`src/rtl/memory_type_range_table_defines.svh`:
```
// Assertion macros for the memory type range table.
// Included by the RTL modules that carry concurrent checks; no other dependencies.
// Each macro expects signals named clk and rst_n in the including module.
`ifndef MEMORY_TYPE_RANGE_TABLE_DEFINES_SVH
`define MEMORY_TYPE_RANGE_TABLE_DEFINES_SVH

`ifndef SYNTHESIS

// Same-cycle implication, disabled while reset is asserted.
`define MTRT_ASSERT_IMP(lbl, ante, cons, msg) \
  lbl: assert property (@(posedge clk) disable iff (!rst_n) (ante) |-> (cons)) \
    else $error(msg);

// Next-cycle implication, disabled while reset is asserted.
`define MTRT_ASSERT_NXT(lbl, ante, cons, msg) \
  lbl: assert property (@(posedge clk) disable iff (!rst_n) (ante) |=> (cons)) \
    else $error(msg);

`else

`define MTRT_ASSERT_IMP(lbl, ante, cons, msg)
`define MTRT_ASSERT_NXT(lbl, ante, cons, msg)

`endif

`endif

```
`src/rtl/mtrt_pkg.sv`:
```
// Shared types and constants for the memory type range table.
// No dependencies; imported by the controller, the datapath and the top level.
package mtrt_pkg;

  localparam int NUM_RANGES    = 8;
  localparam int ADDR_BITS     = 52;
  localparam int SIZE_BITS     = ADDR_BITS + 1;
  localparam int MIN_SIZE_LOG2 = 12;
  localparam int IDX_W         = (NUM_RANGES > 1) ? $clog2(NUM_RANGES) : 1;
  localparam int LOG2_W        = 6;
  localparam int SLOT_W        = 3;
  localparam int STATUS_W      = 3;
  localparam int MTYPE_W       = 8;
  localparam int ETYPE_W       = 3;
  localparam int RANGES_W      = 4;
  localparam int CFG_IDX_W     = 2;
  localparam int CFG_DATA_W    = 8;

  localparam logic [MTYPE_W-1:0]  TYPE_MAX         = 8'h06;
  localparam logic [MTYPE_W-1:0]  DEFAULT_TYPE_RST = 8'h06;
  localparam logic [RANGES_W-1:0] RANGES_RST       = 4'd8;

  typedef enum logic [1:0] {
    OP_SET    = 2'd0,
    OP_CLEAR  = 2'd1,
    OP_LOOKUP = 2'd2
  } op_t;

  typedef enum logic [STATUS_W-1:0] {
    ST_OK        = 3'd0,
    ST_NOT_READY = 3'd1,
    ST_BAD_PARAM = 3'd2,
    ST_NO_SLOT   = 3'd3,
    ST_NOT_FOUND = 3'd4
  } status_t;

  typedef enum logic [CFG_IDX_W-1:0] {
    CFG_READY        = 2'd0,
    CFG_DEFAULT_TYPE = 2'd1,
    CFG_RANGES       = 2'd2
  } cfg_idx_t;

  typedef enum logic {
    S_IDLE = 1'b0,
    S_EXEC = 1'b1
  } state_t;

  // Commands from the controller to the datapath.
  typedef struct packed {
    logic capture;
    logic execute;
  } cmd_t;

endpackage

```
`src/rtl/mtrt_ctrl.sv`:
```
// Controller state machine for the memory type range table.
// Depends on mtrt_pkg and memory_type_range_table_defines.svh.
`include "memory_type_range_table_defines.svh"

module mtrt_ctrl
  import mtrt_pkg::*;
(
  input  logic clk,
  input  logic rst_n,
  input  logic start,
  output logic busy,
  output cmd_t cmd
);

  state_t state_r;
  state_t state_nxt;

  always_ff @(posedge clk) begin
    if (!rst_n) begin
      state_r <= S_IDLE;
    end else begin
      state_r <= state_nxt;
    end
  end

  always_comb begin
    state_nxt = state_r;
    case (state_r)
      S_IDLE: begin
        if (start) begin
          state_nxt = S_EXEC;
        end
      end
      S_EXEC: begin
        state_nxt = S_IDLE;
      end
      default: begin
        state_nxt = S_IDLE;
      end
    endcase
  end

  always_comb begin
    cmd.capture = 1'b0;
    cmd.execute = 1'b0;
    busy        = 1'b0;
    case (state_r)
      S_IDLE: begin
        cmd.capture = start;
      end
      S_EXEC: begin
        cmd.execute = 1'b1;
        busy        = 1'b1;
      end
      default: begin
        busy = 1'b0;
      end
    endcase
  end

  `MTRT_ASSERT_NXT(a_capture_then_exec, cmd.capture, cmd.execute && busy,
    "capture not followed by execute")
  `MTRT_ASSERT_NXT(a_exec_one_cycle, cmd.execute, !cmd.execute && !busy,
    "execute lasted more than one cycle")
  `MTRT_ASSERT_IMP(a_accept_captures, start && !busy, cmd.capture,
    "accepted word was not captured")

endmodule

```
`src/rtl/mtrt_dp.sv`:
```
// Datapath of the memory type range table: configuration registers, request
// capture, the range table with parallel comparators, and the result registers.
// Depends on mtrt_pkg and memory_type_range_table_defines.svh.
`include "memory_type_range_table_defines.svh"

module mtrt_dp
  import mtrt_pkg::*;
(
  input  logic                  clk,
  input  logic                  rst_n,
  input  cmd_t                  cmd,
  input  logic [1:0]            in_op,
  input  logic [ADDR_BITS-1:0]  in_address,
  input  logic [SIZE_BITS-1:0]  in_size,
  input  logic [MTYPE_W-1:0]    in_mem_type,
  input  logic                  cfg_we,
  input  logic [CFG_IDX_W-1:0]  cfg_index,
  input  logic [CFG_DATA_W-1:0] cfg_wdata,
  output logic                  out_valid,
  output logic [STATUS_W-1:0]   out_status,
  output logic [MTYPE_W-1:0]    out_found_type,
  output logic [SLOT_W-1:0]     out_slot
);

  // Lowest set bit of a hit vector.
  function automatic logic [IDX_W:0] pick_first(input logic [NUM_RANGES-1:0] hits);
    logic [IDX_W:0] res;
    res = '0;
    for (int i = NUM_RANGES - 1; i >= 0; i--) begin
      if (hits[i]) begin
        res = {1'b1, IDX_W'(i)};
      end
    end
    return res;
  endfunction

  // Configuration registers.
  logic                ready_r;
  logic [MTYPE_W-1:0]  default_type_r;
  logic [RANGES_W-1:0] ranges_r;

  always_ff @(posedge clk) begin
    if (!rst_n) begin
      ready_r        <= 1'b0;
      default_type_r <= DEFAULT_TYPE_RST;
      ranges_r       <= RANGES_RST;
    end else if (cfg_we) begin
      case (cfg_index)
        CFG_READY:        ready_r        <= cfg_wdata[0];
        CFG_DEFAULT_TYPE: default_type_r <= cfg_wdata;
        CFG_RANGES:       ranges_r       <= cfg_wdata[RANGES_W-1:0];
        default:          ready_r        <= ready_r;
      endcase
    end
  end

  // Request capture. The set parameter checks are settled here so that the
  // execute cycle only has the table search.
  logic [1:0]           op_r;
  logic [ADDR_BITS-1:0] addr_r;
  logic [ETYPE_W-1:0]   type_r;
  logic [LOG2_W-1:0]    log2_r;
  logic                 set_ok_r;

  logic [SIZE_BITS-1:0] size_m1;
  logic                 size_pow2;
  logic                 size_ge_min;
  logic                 size_le_max;
  logic                 base_aligned;
  logic                 type_ok;
  logic [LOG2_W-1:0]    log2_in;

  always_comb begin
    size_m1      = in_size - SIZE_BITS'(1);
    size_pow2    = (in_size != '0) && ((in_size & size_m1) == '0);
    size_ge_min  = |in_size[SIZE_BITS-1:MIN_SIZE_LOG2];
    size_le_max  = in_size <= (SIZE_BITS'(1) << ADDR_BITS);
    base_aligned = (in_address & size_m1[ADDR_BITS-1:0]) == '0;
    type_ok      = in_mem_type <= TYPE_MAX;
    log2_in      = '0;
    for (int k = 0; k < SIZE_BITS; k++) begin
      if (in_size[k]) begin
        log2_in = log2_in | LOG2_W'(k);
      end
    end
  end

  always_ff @(posedge clk) begin
    if (cmd.capture) begin
      op_r     <= in_op;
      addr_r   <= in_address;
      type_r   <= in_mem_type[ETYPE_W-1:0];
      log2_r   <= log2_in;
      set_ok_r <= type_ok && size_pow2 && size_ge_min && size_le_max && base_aligned;
    end
  end

  // Range table.
  logic [NUM_RANGES-1:0] entry_valid_r;
  logic [ADDR_BITS-1:0]  entry_base_r [NUM_RANGES];
  logic [LOG2_W-1:0]     entry_log2_r [NUM_RANGES];
  logic [ETYPE_W-1:0]    entry_type_r [NUM_RANGES];

  logic [NUM_RANGES-1:0] free_hit;
  logic [NUM_RANGES-1:0] clr_hit;
  logic [NUM_RANGES-1:0] lk_hit;
  logic [ADDR_BITS-1:0]  range_mask [NUM_RANGES];

  // Entries are aligned to their size, so an address is inside a range when
  // it agrees with the base on every bit above the size.
  always_comb begin
    for (int i = 0; i < NUM_RANGES; i++) begin
      logic usable;
      usable        = i < int'(ranges_r);
      range_mask[i] = ~({ADDR_BITS{1'b1}} << entry_log2_r[i]);
      free_hit[i]   = usable && !entry_valid_r[i];
      clr_hit[i]    = usable && entry_valid_r[i] && (entry_base_r[i] == addr_r);
      lk_hit[i]     = usable && entry_valid_r[i] &&
                      (((addr_r ^ entry_base_r[i]) & ~range_mask[i]) == '0);
    end
  end

  logic [IDX_W:0] free_pick;
  logic [IDX_W:0] clr_pick;
  logic [IDX_W:0] lk_pick;

  assign free_pick = pick_first(free_hit);
  assign clr_pick  = pick_first(clr_hit);
  assign lk_pick   = pick_first(lk_hit);

  status_t             status_nxt;
  logic [MTYPE_W-1:0]  found_type_nxt;
  logic [SLOT_W-1:0]   slot_nxt;
  logic                do_write;
  logic                do_free;

  always_comb begin
    status_nxt     = ST_OK;
    found_type_nxt = '0;
    slot_nxt       = '0;
    do_write       = 1'b0;
    do_free        = 1'b0;
    case (op_r)
      OP_SET: begin
        if (!ready_r) begin
          status_nxt = ST_NOT_READY;
        end else if (!set_ok_r) begin
          status_nxt = ST_BAD_PARAM;
        end else if (free_pick[IDX_W]) begin
          slot_nxt = SLOT_W'(free_pick[IDX_W-1:0]);
          do_write = 1'b1;
        end else begin
          status_nxt = ST_NO_SLOT;
        end
      end
      OP_CLEAR: begin
        if (clr_pick[IDX_W]) begin
          slot_nxt = SLOT_W'(clr_pick[IDX_W-1:0]);
          do_free  = 1'b1;
        end else begin
          status_nxt = ST_NOT_FOUND;
        end
      end
      OP_LOOKUP: begin
        if (!ready_r) begin
          status_nxt = ST_NOT_READY;
        end else if (lk_pick[IDX_W]) begin
          found_type_nxt = MTYPE_W'(entry_type_r[lk_pick[IDX_W-1:0]]);
          slot_nxt       = SLOT_W'(lk_pick[IDX_W-1:0]);
        end else begin
          found_type_nxt = default_type_r;
        end
      end
      default: begin
        status_nxt = ST_BAD_PARAM;
      end
    endcase
  end

  always_ff @(posedge clk) begin
    if (!rst_n) begin
      entry_valid_r <= '0;
    end else if (cmd.execute) begin
      if (do_write) begin
        entry_valid_r[free_pick[IDX_W-1:0]] <= 1'b1;
      end else if (do_free) begin
        entry_valid_r[clr_pick[IDX_W-1:0]] <= 1'b0;
      end
    end
  end

  always_ff @(posedge clk) begin
    if (cmd.execute && do_write) begin
      entry_base_r[free_pick[IDX_W-1:0]] <= addr_r;
      entry_log2_r[free_pick[IDX_W-1:0]] <= log2_r;
      entry_type_r[free_pick[IDX_W-1:0]] <= type_r;
    end
  end

  // Result registers: out_valid_r is set in the cycle after execute, and the word stays until the next execute.
  logic                out_valid_r;
  logic [STATUS_W-1:0] status_r;
  logic [MTYPE_W-1:0]  found_type_r;
  logic [SLOT_W-1:0]   slot_r;

  always_ff @(posedge clk) begin
    if (!rst_n) begin
      out_valid_r <= 1'b0;
    end else begin
      out_valid_r <= cmd.execute;
    end
  end

  always_ff @(posedge clk) begin
    if (cmd.execute) begin
      status_r     <= status_nxt;
      found_type_r <= found_type_nxt;
      slot_r       <= slot_nxt;
    end
  end

  assign out_valid      = out_valid_r;
  assign out_status     = status_r;
  assign out_found_type = found_type_r;
  assign out_slot       = slot_r;

  `MTRT_ASSERT_NXT(a_exec_gives_word, cmd.execute, out_valid_r,
    "execute did not produce a result word")
  `MTRT_ASSERT_IMP(a_type_only_lookup, out_valid_r && (op_r != OP_LOOKUP),
    found_type_r == '0, "nonzero type on a word that is not a lookup")
  `MTRT_ASSERT_IMP(a_fail_slot_zero, out_valid_r && (status_r != ST_OK),
    slot_r == '0, "failed operation reported a slot")

endmodule

```
`src/rtl/memory_type_range_table.sv`:
```
// Top level of the memory type range table: controller plus datapath.
// Depends on mtrt_pkg, mtrt_ctrl and mtrt_dp.
//
//   Channel   Handshake            Ports
//   -------   ------------------   ---------------------------------------------
//   request   start & !busy        in_op, in_address, in_size, in_mem_type
//   result    out_valid (1 cycle)  out_status, out_found_type, out_slot
//   config    cfg_we               cfg_index, cfg_wdata
//
// Each word is first captured, with the set parameters checked, and then goes
// through the parallel comparison over all table entries.
// The result is on the out_ ports for the cycle after execute; a new word can
// be taken in that same cycle. busy is high during the execute cycle.
// Synchronous active-low reset clears the valid bits and loads the register
// defaults. The receiver cannot stall; results are never held.

module memory_type_range_table
  import mtrt_pkg::*;
(
  input  logic                  clk,
  input  logic                  rst_n,
  input  logic                  start,
  output logic                  busy,
  input  logic [1:0]            in_op,
  input  logic [ADDR_BITS-1:0]  in_address,
  input  logic [SIZE_BITS-1:0]  in_size,
  input  logic [MTYPE_W-1:0]    in_mem_type,
  output logic                  out_valid,
  output logic [STATUS_W-1:0]   out_status,
  output logic [MTYPE_W-1:0]    out_found_type,
  output logic [SLOT_W-1:0]     out_slot,
  input  logic                  cfg_we,
  input  logic [CFG_IDX_W-1:0]  cfg_index,
  input  logic [CFG_DATA_W-1:0] cfg_wdata
);

  cmd_t cmd;

  mtrt_ctrl u_ctrl (
    .clk   (clk),
    .rst_n (rst_n),
    .start (start),
    .busy  (busy),
    .cmd   (cmd)
  );

  mtrt_dp u_dp (
    .clk            (clk),
    .rst_n          (rst_n),
    .cmd            (cmd),
    .in_op          (in_op),
    .in_address     (in_address),
    .in_size        (in_size),
    .in_mem_type    (in_mem_type),
    .cfg_we         (cfg_we),
    .cfg_index      (cfg_index),
    .cfg_wdata      (cfg_wdata),
    .out_valid      (out_valid),
    .out_status     (out_status),
    .out_found_type (out_found_type),
    .out_slot       (out_slot)
  );

endmodule
```
`config.mk`:
```
export PLATFORM = sky130hd
export DESIGN_NAME = memory_type_range_table
export DESIGN_NICKNAME = d
export VERILOG_FILES = /design/src/rtl/mtrt_pkg.sv /design/src/rtl/mtrt_ctrl.sv /design/src/rtl/mtrt_dp.sv /design/src/rtl/memory_type_range_table.sv
export VERILOG_INCLUDE_DIRS = /design/src /design/src/rtl
export SDC_FILE = /design/constraint.sdc
export NUM_CORES = 1
export LEC_CHECK = 0
export BUFFER_PORTS_ARGS = -buffer_cell sky130_fd_sc_hd__buf_2
export CAP_MARGIN = 15
export CORE_AREA = 5 5 326 328
export DETAILED_ROUTE_END_ITERATION = 16
export DIE_AREA = 0 0 331 333
export GPL_TIMING_DRIVEN = 0
export PLACE_DENSITY = 0.43
export SLEW_MARGIN = 10
export SYNTH_ARGS = -nofsm -noshare
export SYNTH_HDL_FRONTEND = slang
export SYNTH_SLANG_ARGS = --single-unit
export TNS_END_PERCENT = 5
```
`constraint.sdc`:
```
create_clock -name clk -period 7.13 [get_ports clk]
set_clock_uncertainty 0.05 [all_clocks]
set_input_delay 0.713 -clock clk [delete_from_list [all_inputs] [get_ports clk]]
set_output_delay 0.713 -clock clk [all_outputs]
set_load 0.05 [all_outputs]
```
==> After elaboration in Yosys (flattened, before gate mapping) <==
Memories as Yosys holds them, arrays and structs flattened.
Index checks and enable logic that the tools add are counted.
Widths: inputs -> output; s select.
{ "totals": {"wordCells": 327, "reg_bits": 101, "ramBits": 488, "n_memories": 3, "input_bits": 129, "output_inout_bits": 16} }
{ "op_classes": {"shift": 8, "bitwise": 38, "n_lt_le_gt_ge": 14, "n_mux": 159, "addsub": 1, "eq_ne": 19, "reduce_logical": 68} }
{ "memory_table": {"columns": ["name", "depth", "word_bits", "read_ports", "rd_clocked_by_memory_dff", "wr", "line_no", "text"], "rows": [
  ["u_dp.entry_base_r", 8, 52, 8, 0, 1, "mtrt_dp.sv:100", "logic [ADDR_BITS-1:0] entry_base_r [NUM_RANGES];"],
  ["u_dp.entry_log2_r", 8, 6, 8, 0, 1, "mtrt_dp.sv:101", "logic [LOG2_W-1:0] entry_log2_r [NUM_RANGES];"],
  ["u_dp.entry_type_r", 8, 3, 1, 0, 1, "mtrt_dp.sv:102", "logic [ETYPE_W-1:0] entry_type_r [NUM_RANGES];"]
]} }
{ "op_table": {"columns": ["operator", "count"], "rows": [
  ["$not 52->52", 16],
  ["$and 52x52->52", 9],
  ["$logic_not 52->1", 9],
  ["$eq 52x52->1", 8],
  ["$shl 52x6->52 const A", 8],
  ["$xor 52x52->52", 8],
  ["$mux 8", 19],
  ["$mux 4", 37],
  ["$mux 6", 20],
  ["$mux 3", 31],
  ["$mux 5", 16],
  ["$and 53x53->53", 1],
  ["$le 53x53->1 const B", 1],
  ["$logic_not 53->1", 1],
  ["$reduce_bool 53->1", 1],
  ["$sub 53x1->53 const B", 1],
  ["$reduce_or 41->1", 1],
  ["$logic_and 1x1->1", 40],
  ["$mux 1", 28],
  ["$reduce_or 21->1", 1],
  ["$pmux 3 s3", 2],
  ["$lt 3x4->1 const A", 4],
  ["$ne 2x1->1 const B", 5],
  ["$and 8x8->8", 1],
  ["other kinds (19)", 39]
]} }

==> Longest topological paths before layout <==
{ "depth": {"depth_word": 51, "mapped_depth": 20} }

==> Modules after synthesis <==
From an unflattened synthesis, not the netlist that was laid out.
{ "hier_totals": {"hier_cells": 2551, "hier_area_um2": 30991.0} }
{ "modules_own_cells": {"columns": ["module", "n_inst", "cells_each", "area_per_inst_um2", "seq_area_each_um2"], "rows": [
  ["mtrt_dp", 1, 2546, 30940.9, 17436.7],
  ["mtrt_ctrl", 1, 5, 50.0, 20.0]
]} }

==> Worst setup path before layout <==
No wires, ideal clock.
{ "synth_path": {"path_kind": "register to register", "startpoint": "reg u_dp.ranges_r[3]", "endpoint": "mem u_dp.entry_base_r[3][0], enable pin", "arrival_time_ps": 4520, "slack_ps": 2079, "required_ps": 6600, "path_stages_with_launch": 11, "path_cell_list": "dfxtp_1 clkbuf_1 nor2_1 o21a_1 a21oi_1 nor3_1 nand3_1 and4_1 clkbuf_1 nand3_1 nor2_1"} }
{ "synth_between": {"elab_chain_cells": 23} }
{ "synth_rtl": {"columns": ["element", "line_no", "text"], "rows": [
  ["start: declaration", "mtrt_dp.sv:40", "logic [RANGES_W-1:0] ranges_r;"],
  ["start signal: assignment", "mtrt_dp.sv:51", "CFG_RANGES: ranges_r <= cfg_wdata[RANGES_W-1:0];"],
  ["$lt 3x4->1", "mtrt_dp.sv:114", "usable = i < int'(ranges_r);"],
  ["$logic_and 1x1->1", "mtrt_dp.sv:116", "free_hit[i] = usable && !entry_valid_r[i];"],
  ["$mux 4 (7 in a row)", "mtrt_dp.sv:30", "if (hits[i]) begin"],
  ["$mux 4 *", "mtrt_dp.sv:30", null],
  ["$mux 1", "mtrt_dp.sv:149", "end else if (free_pick[IDX_W]) begin"],
  ["$mux 1", "mtrt_dp.sv:147", "end else if (!set_ok_r) begin"],
  ["$mux 1", "mtrt_dp.sv:145", "if (!ready_r) begin"],
  ["$mux 1", "mtrt_dp.sv:143", "case (op_r)"],
  ["$mux 1", "mtrt_dp.sv:147", null],
  ["$mux 1", "mtrt_dp.sv:145", null],
  ["$mux 1", "mtrt_dp.sv:143", null],
  ["$mux 1", "mtrt_dp.sv:145", null],
  ["$mux 1 (2 in a row)", "mtrt_dp.sv:143", null],
  ["$logic_and 1x1->1", "mtrt_dp.sv:193", "if (cmd.execute && do_write) begin"],
  ["$mux 1", "mtrt_dp.sv:193", null],
  ["$mux 1 (implied by the code)", "mtrt_dp.sv:194", "entry_base_r[free_pick[IDX_W-1:0]] <= addr_r;"],
  ["end: declaration", "mtrt_dp.sv:100", null]
]} }
Every way passes the cells marked *; elsewhere a longest branch is shown, timed or not. The select of a mux whose other input is x is not followed.

==> Worst setup path in the final report <==
{ "layout_path": {"startpoint": "in in_size[2]", "endpoint": "reg u_dp.set_ok_r, data pin"} }
{ "layout_between": {"elab_chain_cells": 8} }
{ "layout_rtl": {"columns": ["element", "line_no", "text"], "rows": [
  ["start: declaration", "memory_type_range_table.sv:26", "input logic [SIZE_BITS-1:0] in_size,"],
  ["$sub 53x1->53", "mtrt_dp.sv:74", "size_m1 = in_size - SIZE_BITS'(1);"],
  ["$and 53x53->53", "mtrt_dp.sv:75", "size_pow2 = (in_size != '0) && ((in_size & size_m1) == '0);"],
  ["$logic_not 53->1", "mtrt_dp.sv:75", null],
  ["$logic_and 1x1->1", "mtrt_dp.sv:75", null],
  ["$logic_and 1x1->1 (3 in a row)", "mtrt_dp.sv:94", "set_ok_r <= type_ok && size_pow2 && size_ge_min && size_le_max && base_aligned;"],
  ["$logic_and 1x1->1 *", "mtrt_dp.sv:94", null],
  ["end signal: assignment", "mtrt_dp.sv:94", null],
  ["end: declaration", "mtrt_dp.sv:63", "logic set_ok_r;"]
]} }
Every way passes the cells marked *; elsewhere a longest branch is shown, timed or not.
A chain may end at the register's enable or synchronous reset.

==> flow_metrics.tcl <==
set metrics [dict create \
    run_status "complete, no violations" \
    final_layout_size_suffix_gt1_share_pct 14.4 \
    criticalPathCategory "input pin to register" \
    clock-sinks 589 \
    global_route.overflow_total 0 \
    async_flop_share_pct 0 \
    grt_first_pass_wirelength_um 205000 \
    syn2layout_area_growth_pct 18.4 \
    stdcell_area_mm2 0.0364 \
    post_synth_inst_count 2620 \
    floorplan.die.height_um 333 \
    port_buffers 144 \
    post_dp_cell_area_mm2 0.0339 \
    dp_cells 4178 \
    cp-start-kind "input pin" \
    clk_path_buf_depth 3 \
    cts_tree "yes" \
    clock.fmax_mhz 164 \
    fp.dieW_um 331 \
    via_count_of_the_first_global_routing_pass 23803 \
    end_kind "register" \
    rsz0062_at_grt "no" \
    clock-root-buffer "clkbuf_16" \
    synth_largest_type_area_fraction_pct 55.4 \
    core_util_final_pct 35.3 \
    worst_r2r_path_depth 13 \
    drt-total-wl_um 154000 \
    ir_worst_vdd_mv 0.210 \
    fill_cells 10354 \
    power-per-cell-area_mw_per_mm2 232 \
    hold_viol_final 0 \
    hold_bufs_inserted_after_cts 0 \
    timing_worst_slew_pin_value_ns 1.36 \
    floorplan.die_area_mm2 0.110 \
    hold_ws_ns 0.202 \
    min_period_ns 6.10 \
    netlist_top_cells_area "edfxtp_1 55%, xor2_1 7.6%, xnor2_1 4.3%" \
    place.detailed.hpwl_um 111000 \
    slew_violations 0 \
    antenna_found_initial 35 \
    num_rows 118 \
    worst_hold_path_type "input pin to register" \
    finalWeightedCongestion 0.943 \
    sum_neg_setup_slack_ns 0 \
    worst_setup_hold_path_clk_slew_ns 0.06 \
    drt-wirelength-per-cell_um 35.6 \
    final_min_period_over_clock_period_pct 85.6 \
    core-area_mm2 0.103 \
    drv.max_cap_violation_count 0 \
    slew_headroom_pct 9.45 \
    worst_skew_pair_later_pin_latency_ns 0.66 \
    detail-route-antenna-nets 0 \
    vias_per_cell 5.58 \
    detailroute.via_count 24097 \
    effective_utilization_at_floorplan_pct 29.8 \
    gr-usage-all-layers_pct 27.2 \
    synth_ff_type "edfxtp_1" \
    cp.arrival_ns 6.51 \
    synth_top_area_cell "edfxtp_1" \
    syn_area_per_cell_um2 11.7 \
    largest_net_degree_at_the_start_of_global_routing 32 \
    synth.net_count 2805 \
    clock_tree.htree_level_count 3 \
    setup_violations 0 \
    count_of_flip_flops_with_a_built_in_enable_after_synthesis 566 \
    hold-path-cell-count 1 \
    drt-initial-drc-count 3082 \
    finish.cell_count_without_fillers 4317 \
    yosys_register_bits 589 \
    cp_data_required_time_ns 7.54 \
    cts_made_buffers 73 \
    design.final.nets 3059 \
    cells_resized_by_post_cts_repair 0 \
    drt_pass1_iterations 7 \
    synth.yosys.seq_area_share_pct 56.9 \
    drcViolationCount 0 \
    post_synth_instance_area_mm2 0.0307 \
    worst-path-max-fanout 5 \
    post_cts.repair.setup_buffers 0 \
    yosysWarningCount 0 \
    floorplan.io_pins 145 \
    synth_cell_types 94 \
    p_leak_nw 12.3 \
]
[cells in the mapped netlist, types with 12 or more instances]
cell type and instances:
edfxtp_1 566, nor4_1 98, or2_2 17, nand2_1 151
dfxtp_1 23, a21o_1 15, mux2i_1 19, nor2b_1 24
a21oi_1 117, a221oi_1 14, nand2b_1 15, a211oi_1 28
nor2_1 151, xor2_1 266, nand4_1 59, o21ai_0 133
and2_1 22, xnor2_1 149, or4_1 26, buf_2 51
a22oi_1 26, o211ai_1 17, or3_1 25, a2111oi_0 12
clkbuf_1 66, ha_1 56, inv_1 94, nor3_1 54
o22ai_1 30, nand3_1 51, a31oi_1 20, and3_1 17
[path summary, 6_finish.rpt]
check | from | to | slack (ns)
worst min-delay path | in_address[7] | u_dp.addr_r[7]$_DFFE_PP_ | 0.20
worst min register to register | u_dp.default_type_r[2]$_SDFFE_PN1P_ | u_dp.default_type_r[2]$_SDFFE_PN1P_ | 0.44
worst max-delay path | in_size[2] | u_dp.set_ok_r$_DFFE_PP_ | 1.03
worst max register to register | u_dp.addr_r[44]$_DFFE_PP_ | u_dp.out_found_type[2]$_SDFFCE_PN0P_ | 1.37
[layer usage]
metal | vias up | global-route usage, % | share of wire, %
li1 | 10452 | - | -
met1 | 12162 | 36.9 | 42
met2 | 1263 | 43.6 | 46
met3 | 220 | 4.05 | 7.3
met4 | 0 | 11.5 | 4.8
met5 | - | 0 | 0
[worst max-delay path, stage by stage]
cell	delay (ns)
buf_2	0.15
nor4_1	0.53
nand3_1	0.31
nor2_1	0.24
nand3_1	0.22
or3_1	0.49
nand2b_4	0.18
or4_1	0.46
or3_1	0.45
or4_1	0.43
ha_1	0.21
nor4_1	0.24
nand2_1	0.15
a31oi_1	0.55
nand4_1	0.24
nor4_1	0.36
nand4_1	0.20
a31oi_1	0.18
a21boi_0	0.23
[where the power goes]
group	switching [mW]	internal, mW
clock	1.56	2.24
sequential	0.154	3.82
combinational	0.453	0.186
total	2.17	6.25
[layout make-up]
type                       count  area (um^2)  area share, %
tap                         1380         1730           4.75
timing repair buffer         179         1380           3.79
antenna                        7         17.5         0.0482
sequential                   589        17500           48.0
clock inverter                43          488           1.34
inverter                      96          360          0.991
clock buffer                  88         1940           5.32
multi-input combinational   1802        12400           34.0
buffer                       133          633           1.74
[sequential cells by signal, summed over array words and instances, names as in the netlist, 2 cells and up]
| register | count |
|---|---|
| u_dp.out_slot | 3 |
| u_dp.out_found_type | 8 |
| u_dp.op_r | 2 |
| u_dp.entry_valid_r | 8 |
| u_dp.out_status | 3 |
| u_dp.default_type_r | 8 |
| u_dp.type_r | 3 |
| u_dp.log2_r | 6 |
| u_dp.ranges_r | 4 |
| u_dp.entry_base_r | 416 |
| u_dp.entry_type_r | 24 |
| u_dp.entry_log2_r | 48 |
| u_dp.addr_r | 52 |
[metrics by stage]
stage	setup slack [ns]	power (mW)
global placement	-0.340	4.67
finish	1.03	8.42
global route	0.911	8.66
detailed placement	0.392	4.68
floorplan	2.08	4.23
CTS	1.02	8.49
[cells by family (layout without fill, tap and decap cells)]
family	Yosys count	count (layout)	share of synthesized area, %
adders and majority gates	58	58	2.35
buffers and inverters	229	539	3.20
other	0	7	0
and+or+nand+nor	765	765	13.3
DFF	589	589	56.9
AOI/OAI and AO/OA	543	543	11.7
xor gates and xnor gates	417	417	11.9
muxes	19	19	0.620
[layout by cell type, fill, tap and decap left out, types with 14 or more instances in the layout]
master and instances:
a211oi_1 28, a21o_1 15, a21oi_1 117, a221oi_1 14, a22oi_1 26, a31oi_1 20, and2_1 22, and3_1 17
buf_12 15, buf_2 198, clkbuf_1 70, clkbuf_16 75, clkinv_2 14, dfxtp_1 23, edfxtp_1 566, ha_1 56
inv_1 94, mux2i_1 19, nand2_1 151, nand2b_1 15, nand3_1 51, nand4_1 59, nor2_1 143, nor2b_1 23
nor3_1 53, nor4_1 96, o211ai_1 17, o21ai_0 131, o22ai_1 30, or2_2 17, or3_1 25, or4_1 26
xnor2_1 149, xor2_1 266
No activity file was read; power rests on OpenSTA's default activity.
